`src/hdl/gild_pkg.sv`:
```
// ----------------------------------------------------------------------------
// gild_pkg
// types and constants of the guest idle loop detector
// ----------------------------------------------------------------------------
package gild_pkg;

    localparam int COUNT_WIDTH_DEF = 16;
    localparam int ID_WIDTH_DEF    = 32;

    localparam int ARG_W   = 32;
    localparam int MODE_W  = 3;
    localparam int LIMIT_W = 16;
    localparam int APB_DATA_W = 32;
    localparam int APB_ADDR_W = 4;
    localparam int REG_IDX_W  = 2;

    localparam logic [LIMIT_W-1:0] SEMA_LIMIT_RST   = 16'd100;
    localparam logic [LIMIT_W-1:0] ROTATE_LIMIT_RST = 16'd500;
    localparam logic [LIMIT_W-1:0] BOUNCE_LIMIT_RST = 16'd1000;

    typedef enum logic [REG_IDX_W-1:0] {
        REG_SEMA_LIMIT   = 2'd0,
        REG_ROTATE_LIMIT = 2'd1,
        REG_BOUNCE_LIMIT = 2'd2
    } t_reg_idx;

    typedef enum logic [MODE_W-1:0] {
        MODE_WAIT_SEMA   = 3'd0,
        MODE_SIGNAL_SEMA = 3'd1,
        MODE_INTERRUPT   = 3'd2,
        MODE_CHANGE_THR  = 3'd3,
        MODE_ROTATE      = 3'd4,
        MODE_OTHER       = 3'd5
    } t_mode;

    typedef struct packed {
        logic [MODE_W-1:0] mode;
        logic [ARG_W-1:0]  first_arg;
        logic [ARG_W-1:0]  second_arg;
    } t_in_word;

    typedef struct packed {
        logic idle;
        logic sema_idle;
        logic rotate_idle;
        logic bounce_idle;
    } t_out_word;

endpackage

```
`src/hdl/guest_idle_loop_detector.sv`:
```
// ----------------------------------------------------------------------------
// guest_idle_loop_detector
// the accepted word is registered in the input reg, which feeds the result reg
// throughput: one word per cycle while the output is not stalled
// input stalls only while a result is held by a stalled output
// reset: synchronous active low, limits return to 100/500/1000, ids to all
// ones, counters and flags to zero, both pipeline stages empty
// ----------------------------------------------------------------------------
module guest_idle_loop_detector #(
    parameter int COUNT_WIDTH = gild_pkg::COUNT_WIDTH_DEF,
    parameter int ID_WIDTH    = gild_pkg::ID_WIDTH_DEF
) (
    input  logic                                i_clk,
    input  logic                                i_rst_n,
    input  logic                                i_in_valid,
    output logic                                o_in_stall,
    input  gild_pkg::t_in_word                  i_in_word,
    output logic                                o_out_valid,
    input  logic                                i_out_stall,
    output gild_pkg::t_out_word                 o_out_word,
    input  logic                                psel,
    input  logic                                penable,
    input  logic                                pwrite,
    input  logic [gild_pkg::APB_ADDR_W-1:0]     paddr,
    input  logic [gild_pkg::APB_DATA_W-1:0]     pwdata,
    output logic [gild_pkg::APB_DATA_W-1:0]     prdata,
    output logic                                pready
);
    import gild_pkg::*;

    localparam int CMP_W = (COUNT_WIDTH > LIMIT_W) ? COUNT_WIDTH : LIMIT_W;

    logic [LIMIT_W-1:0] r_sema_limit, r_rotate_limit, r_bounce_limit;

    logic                   r_in_valid;
    t_in_word               r_in_word;
    logic                   r_out_valid;
    t_out_word              r_out_word;

    logic [ID_WIDTH-1:0]    r_last_sema, n_last_sema;
    logic [COUNT_WIDTH-1:0] r_sema_cnt, n_sema_cnt;
    logic                   r_sema_flag, n_sema_flag;
    logic [ID_WIDTH-1:0]    r_rot_thr, n_rot_thr;
    logic [COUNT_WIDTH-1:0] r_rot_cnt, n_rot_cnt;
    logic                   r_rot_flag, n_rot_flag;
    logic [ID_WIDTH-1:0]    r_pair_a, n_pair_a;
    logic [ID_WIDTH-1:0]    r_pair_b, n_pair_b;
    logic [COUNT_WIDTH-1:0] r_bnc_cnt, n_bnc_cnt;
    logic                   n_bnc_flag;

    logic                   advance, in_accept, cfg_write;
    logic [ID_WIDTH-1:0]    arg_a, arg_b;
    logic [COUNT_WIDTH-1:0] sema_inc, rot_inc, bnc_inc;
    logic                   has_a, has_b;
    t_reg_idx               cfg_idx;
    t_out_word              n_out_word;

    // configuration port
    assign pready    = 1'b1;
    assign cfg_idx   = t_reg_idx'(paddr[REG_IDX_W+1:2]);
    assign cfg_write = psel && penable && pwrite && pready;

    always_ff @(posedge i_clk) begin
        if (!i_rst_n) begin
            r_sema_limit   <= SEMA_LIMIT_RST;
            r_rotate_limit <= ROTATE_LIMIT_RST;
            r_bounce_limit <= BOUNCE_LIMIT_RST;
        end else if (cfg_write) begin
            case (cfg_idx)
                REG_SEMA_LIMIT:   r_sema_limit   <= pwdata[LIMIT_W-1:0];
                REG_ROTATE_LIMIT: r_rotate_limit <= pwdata[LIMIT_W-1:0];
                REG_BOUNCE_LIMIT: r_bounce_limit <= pwdata[LIMIT_W-1:0];
                default: ;
            endcase
        end
    end

    always_comb begin
        case (cfg_idx)
            REG_SEMA_LIMIT:   prdata = APB_DATA_W'(r_sema_limit);
            REG_ROTATE_LIMIT: prdata = APB_DATA_W'(r_rotate_limit);
            REG_BOUNCE_LIMIT: prdata = APB_DATA_W'(r_bounce_limit);
            default:          prdata = '0;
        endcase
    end

    // pipeline handshake
    assign advance    = !r_out_valid || !i_out_stall;
    assign o_in_stall = r_in_valid && !advance;
    assign in_accept  = i_in_valid && !o_in_stall;

    always_ff @(posedge i_clk) begin
        if (!i_rst_n) begin
            r_in_valid  <= 1'b0;
            r_out_valid <= 1'b0;
        end else begin
            if (in_accept) begin
                r_in_valid <= 1'b1;
            end else if (advance) begin
                r_in_valid <= 1'b0;
            end
            if (advance) begin
                r_out_valid <= r_in_valid;
            end
        end
    end

    always_ff @(posedge i_clk) begin
        if (in_accept) begin
            r_in_word <= i_in_word;
        end
        if (advance && r_in_valid) begin
            r_out_word <= n_out_word;
        end
    end

    // detector update
    assign arg_a    = r_in_word.first_arg[ID_WIDTH-1:0];
    assign arg_b    = r_in_word.second_arg[ID_WIDTH-1:0];
    assign sema_inc = (r_sema_cnt == '1) ? r_sema_cnt : r_sema_cnt + 1'b1;
    assign rot_inc  = (r_rot_cnt == '1) ? r_rot_cnt : r_rot_cnt + 1'b1;
    assign bnc_inc  = (r_bnc_cnt == '1) ? r_bnc_cnt : r_bnc_cnt + 1'b1;
    assign has_a    = (arg_a == r_pair_a) || (arg_b == r_pair_a);
    assign has_b    = (arg_a == r_pair_b) || (arg_b == r_pair_b);

    always_comb begin
        n_last_sema = r_last_sema;
        n_sema_cnt  = r_sema_cnt;
        n_sema_flag = r_sema_flag;
        n_rot_thr   = r_rot_thr;
        n_rot_cnt   = r_rot_cnt;
        n_rot_flag  = r_rot_flag;
        n_pair_a    = r_pair_a;
        n_pair_b    = r_pair_b;
        n_bnc_cnt   = r_bnc_cnt;
        case (r_in_word.mode)
            MODE_WAIT_SEMA, MODE_SIGNAL_SEMA: begin
                if (r_last_sema == arg_a) begin
                    n_sema_cnt = sema_inc;
                    if (CMP_W'(sema_inc) >= CMP_W'(r_sema_limit)) begin
                        n_sema_flag = 1'b1;
                    end
                end else begin
                    n_sema_cnt  = '0;
                    n_sema_flag = 1'b0;
                end
                n_last_sema = arg_a;
            end
            MODE_INTERRUPT: begin
                n_sema_cnt  = '0;
                n_sema_flag = 1'b0;
                n_last_sema = '1;
                n_rot_cnt   = '0;
                n_rot_flag  = 1'b0;
                n_bnc_cnt   = '0;
            end
            MODE_CHANGE_THR: begin
                n_sema_cnt  = '0;
                n_sema_flag = 1'b0;
                n_last_sema = '1;
                if (arg_a != r_rot_thr) begin
                    n_rot_cnt  = '0;
                    n_rot_flag = 1'b0;
                end
                if (arg_a != r_pair_a && arg_a != r_pair_b) begin
                    n_bnc_cnt = '0;
                end
            end
            MODE_ROTATE: begin
                if (arg_a == arg_b) begin
                    n_rot_cnt = rot_inc;
                    n_rot_thr = arg_a;
                    if (CMP_W'(rot_inc) > CMP_W'(r_rotate_limit)) begin
                        n_rot_flag = 1'b1;
                    end
                end else begin
                    n_rot_cnt  = '0;
                    n_rot_thr  = '1;
                    n_rot_flag = 1'b0;
                end
                n_bnc_cnt = (has_a && has_b) ? bnc_inc : '0;
                n_pair_a  = arg_a;
                n_pair_b  = arg_b;
            end
            default: ;
        endcase
        n_bnc_flag = CMP_W'(n_bnc_cnt) > CMP_W'(r_bounce_limit);
        n_out_word.sema_idle   = n_sema_flag;
        n_out_word.rotate_idle = n_rot_flag;
        n_out_word.bounce_idle = n_bnc_flag;
        n_out_word.idle        = n_sema_flag || n_rot_flag || n_bnc_flag;
    end

    always_ff @(posedge i_clk) begin
        if (!i_rst_n) begin
            r_last_sema <= '1;
            r_sema_cnt  <= '0;
            r_sema_flag <= 1'b0;
            r_rot_thr   <= '1;
            r_rot_cnt   <= '0;
            r_rot_flag  <= 1'b0;
            r_pair_a    <= '1;
            r_pair_b    <= '1;
            r_bnc_cnt   <= '0;
        end else if (advance && r_in_valid) begin
            r_last_sema <= n_last_sema;
            r_sema_cnt  <= n_sema_cnt;
            r_sema_flag <= n_sema_flag;
            r_rot_thr   <= n_rot_thr;
            r_rot_cnt   <= n_rot_cnt;
            r_rot_flag  <= n_rot_flag;
            r_pair_a    <= n_pair_a;
            r_pair_b    <= n_pair_b;
            r_bnc_cnt   <= n_bnc_cnt;
        end
    end

    assign o_out_valid = r_out_valid;
    assign o_out_word  = r_out_word;

endmodule

```
`config.mk`:
```
export PLATFORM = sky130hd
export DESIGN_NAME = guest_idle_loop_detector
export DESIGN_NICKNAME = d
export VERILOG_FILES = /design/src/hdl/gild_pkg.sv /design/src/hdl/guest_idle_loop_detector.sv
export SDC_FILE = /design/constraint.sdc
export NUM_CORES = 1
export LEC_CHECK = 0
export BUFFER_PORTS_ARGS = -buffer_cell sky130_fd_sc_hd__buf_4
export CAP_MARGIN = 20
export CORE_MARGIN = 2
export CORE_UTILIZATION = 35
export CTS_CLUSTER_DIAMETER = 50
export DETAILED_ROUTE_END_ITERATION = 10
export PLACE_DENSITY = 0.58
export SYNTH_ARGS = -nofsm -noshare
export SYNTH_HDL_FRONTEND = slang
export SYNTH_SLANG_ARGS = --single-unit
```
`constraint.sdc`:
```
create_clock -name i_clk -period 4 [get_ports i_clk]
set_input_delay 0.4 -clock i_clk [delete_from_list [all_inputs] [get_ports i_clk]]
set_output_delay 0.4 -clock i_clk [all_outputs]
set_load 0.005 [all_outputs]
```
After elaboration in Yosys (flattened, before gate mapping)
Index checks and enable logic that the tools add are counted.

word-level totals
  register bits after elaboration = 299
  input port bits = 110
  logic and storage cells = 98

operators by class
  add/sub/neg operators = 3
  order comparisons = 3
  eq/ne operators = 19
  multiplexer cells = 23
  reductions and logical operators = 29

operators with widths
  kind                     count
  $eq A32 B32 Y1           6
  $pmux W16 S3             3
  $mux W16                 8
  $ne A32 B32 Y1           3
  $pmux W32 S2             1
  $add A16 B1 Y16 const B  3
  $eq A16 B16 Y1 const B   3
  $gt A16 B16 Y1           2
  $mux W32                 1
  $pmux W16 S2             1
  $ge A16 B16 Y1           1
  $reduce_and A2 Y1        5
  $logic_and A1 B1 Y1      7
  $mux W1                  7
  $eq A3 B2 Y1 const B     2
  $logic_or A1 B1 Y1       5
  $logic_not A1 Y1         4
  $reduce_bool A2 Y1       2
  $reduce_or A2 Y1         2
  $eq A3 B1 Y1 const B     1
  $eq A3 B3 Y1 const B     1
  $logic_not A3 Y1         1
  $pmux W1 S3              1
  $reduce_and A3 Y1        1
  other kinds (6)          6

Longest topological paths before layout
  depth after elaboration = 8
  gate-level depth with buffers = 19
  depth with buffers taken out = 17

Worst setup path after synthesis
Ideal clock, no wire load.

  path kind = input to register
  from = in i_out_stall
  to = reg r_in_word (netlist bit arg_a[0]) (enable)
  library setup time = 0.500 ns
  arrival = 3.602 ns
  required time = 3.500 ns
  path slack = -0.102 ns
  stages on the path = 2
  buffers on the path = 0
  cell sequence = and3_1 nor2b_1

on the way
  longest elaborated chain between the ends = 6

ends and longest elaborated chain
  element               RTL line                         RTL
  from (decl)           guest_idle_loop_detector.sv:19   input logic i_out_stall,
  $logic_not A1 Y1      guest_idle_loop_detector.sv:88   assign advance = !r_out_valid || !i_out_stall;
  $logic_or A1 B1 Y1    guest_idle_loop_detector.sv:88
  $logic_not A1 Y1      guest_idle_loop_detector.sv:89   assign o_in_stall = r_in_valid && !advance;
  $logic_and A1 B1 Y1   guest_idle_loop_detector.sv:89
  $logic_not A1 Y1      guest_idle_loop_detector.sv:90   assign in_accept = i_in_valid && !o_in_stall;
  $logic_and A1 B1 Y1   guest_idle_loop_detector.sv:90
  net in_accept         guest_idle_loop_detector.sv:51   logic advance, in_accept, cfg_write;
  to (signal assigned)  guest_idle_loop_detector.sv:110  r_in_word <= i_in_word;
  to (decl)             guest_idle_loop_detector.sv:36   t_in_word r_in_word;

The timed path passes the listed nets, and every way through them passes these cells.
A chain may end at the register's enable or synchronous reset.

==> out/qor.yml <==
clock_latency_ps: 570
ir_drop_uv: 315.2
start_kind: "flip-flop"
io_pins: 149
fin_crit_sh_pct: 105.1
dieArea_um2: 46710
dr.pass1.iters: 6
fillers: 4313
drive_gt1_share_pct: 20.02
yosysMostFrequentCell: "nand2_1"
sw_frac_of_total_pct: 25.35
rrSetupSlack_ps: -210
drc: 0
syn_to_final_growth_pct: 27.46
cts_buffers: 41
crit_type: "flip-flop to flip-flop"
power_density_nw_per_um2: 380.3
grt_pass1_wl_mm: 77.58
finalClockSkew_ps: 35.11
clk_pin_slew_ps: 60
clockRootBuffer: "clkbuf_16"
p_switching_uw: 1935
htreeDepth: 2
diodes: 0
cp_data_arrival_time_ps: 4520
yosysTopAreaCell: "dfxtp_1"
async_reset_ff_share_pct: 0
synth_warnings: 0
dp_slack_ps: -344.7
r2r_start: "arg_b[29]"
drt-met1-wl_mm: 21.87
p_leak_uw: 0.007982
grt_pass1_vias: 13688
rsz0062_at_grt: "true"
route.met2.wl_mm: 23.61
synth-seq-cells: 299
ys.flop_type: "dfxtp_1"
fin_cells: 2705
row_count: 77
synth_cell_types: 60
antenna_found_initial: 1
synth_area_leaders: "dfxtp_1, edfxtp_1, xnor2_1"
worstPathRequired_ps: 4320
io_buffers: 113
r2r-end: "o_out_word[3]"
hold_class: "input pin to flip-flop"
wl_per_cell_um: 18.66
dp_hpwl_mm: 36.56
cp_max_fo: 13
period_needed_ps: 4205
finalInstanceArea_um2: 20070
setup_viol: 1
synth_commonest_cells: "nand2_1, xnor2_1, dfxtp_1, nor2_1, nand3_1"
route.met3.wl_mm: 2.999
top_layer_used: "met4"
clk_path_buf_depth: 3
syn_area_per_cell_um2: 8.601
layout_setup_ws_ps: -205.4
synth_edf_count: 71
pwr-share-seq_pct: 42.7
drtIter0Drc: 1134
start_util_pct: 35.53
cts_sinks: 299
max_freq_ghz: 0.2378
vias_per_cell: 5.198
netlist_area_um2: 15750
drtAntennaViolNets: 0
grt_max_degree: 97
violations: "setup timing"
holdPathStages: 1
clock_power_share_pct: 47.9
slew_headroom_pct: 27.15
post_dp_cell_area_um2: 17950
placed_cells: 2581
postSynthCellCount: 1831
routed_wl_mm: 50.48
holdPathEnd: "arg_a[27]"
fin_tns_setup_ps: -205.4
status: "finished with violations"
min_from: "i_in_word[59]"
crit_path_end_kind: "flip-flop"
final_nets: 2241
grt_usage_pct: 21.27
design.core.area_um2: 44320
final_util_pct: 45.29
synth-seq-area-share_pct: 42.52
dieHeight_um: 216.1
die_x_um: 216.1
hold_violations: 0
num_vias: 14060
reg2reg_depth: 15
gp_congestion: 0.9454
tightest_slew_ps: 1093
overflow: 0
comb_power_share_pct: 9.4
p_int_uw: 5699
cts_tree: "done"
final_max_slew_viol_count: 0
yosys.area.top_type_share_pct: 28.98
maxCapViolations: 0
## through the flow
stage	hold WS, ps	total power [uW]
after floorplan	445.5	3667
after global placement	455.0	3979
after detailed placement	465.2	3983
after CTS	0.1139	7692
after global routing	7.407	7871
final	23.39	7634
## worst max-delay path, stage by stage (launching register included)
cell and delay (ps):
edfxtp_1 520, xnor2_2 230, nand4_1 140, nor4_1 300, nand2_1 120, a221o_2 500
buf_4 170, buf_4 120, bufbuf_16 270, o31ai_1 420, ha_1 360, o211ai_1 100
a21oi_1 80, a2111oi_2 210, nor3_1 100, or3_1 310
## area by class of cell
cell class	instances	area [um^2]	share of cell area [%]
Clock buffer	56	1154	5.747
Clock inverter	20	217.7	1.085
Inverter	63	236.5	1.178
Multi-Input combinational cell	1349	8437	42.03
Sequential cell	299	6696	33.36
Tap cell	592	740.7	3.690
Timing Repair Buffer	326	2590	12.90
## cells in the final DEF (no fill, tap or decap), types with 42 or more instances in the layout
master	n
a21oi_1	87
buf_4	292
clkbuf_16	42
dfxtp_1	228
edfxtp_1	71
ha_1	51
inv_1	61
nand2_1	315
nand3_1	96
nand4_1	76
nor2_1	94
nor3_1	46
o21ai_0	81
xnor2_1	213
## routing by layer
layer | up-vias | track usage (%)
li1 | 6802 | -
met1 | 6697 | 27.36
met2 | 455 | 35.30
met3 | 106 | 3.453
met4 | 0 | 9.178
met5 | - | 0
## power by group through the flow
stage               combinational, uW  clock [uW]  sequential [uW]
floorplan                         381           0             3290
global placement                  661           0             3320
detailed placement                662           0             3320
CTS                               702        3730             3260
global route                      763        3840             3270
finish                            714        3660             3260
## registers in the layout, summed over array words and instances (netlist names), 3 cells and up
signal,cells
arg_a,32
arg_b,32
o_out_word,4
r_bnc_cnt,16
r_bounce_limit,16
r_in_word,3
r_last_sema,32
r_pair_a,32
r_pair_b,32
r_rot_cnt,16
r_rot_thr,32
r_rotate_limit,16
r_sema_cnt,16
r_sema_limit,16
## timing repair
action	CTS	global route
hold buffers	29	0
endpoints found under the hold margin	29	0
endpoints found under the setup margin	2	2
pin swaps	21	5
cloned	2	0
resized for setup	29	20
buffers inserted	9	8
## cell families after synthesis
kind of cell             Yosys count  share of synthesized area, %
multiplexers                      26                         1.716
other                              2                       0.04769
adder cells (fa/ha/maj)           51                         4.052
flip-flops                       299                         42.52
XOR/XNOR                         243                         13.52
AO/OA/AOI/OAI                    295                         11.23
AND/OR/NAND/NOR                  717                         20.92
buffers and inverters            198                         5.999
## worst max path at each step
stage,slack (ps),depth (start not counted),to,from
after floorplan,160,16,o_out_word[3],r_bnc_cnt[0]
after detailed placement,-340,18,o_out_word[3],arg_a[7]
after CTS,-80,17,o_out_word[3],arg_b[29]
after global placement,-300,17,o_out_word[3],arg_a[0]
after global routing,-320,17,o_out_word[3],arg_b[1]
final,-210,15,o_out_word[3],arg_b[29]
Note: power is estimated with default switching activity, not from simulation.
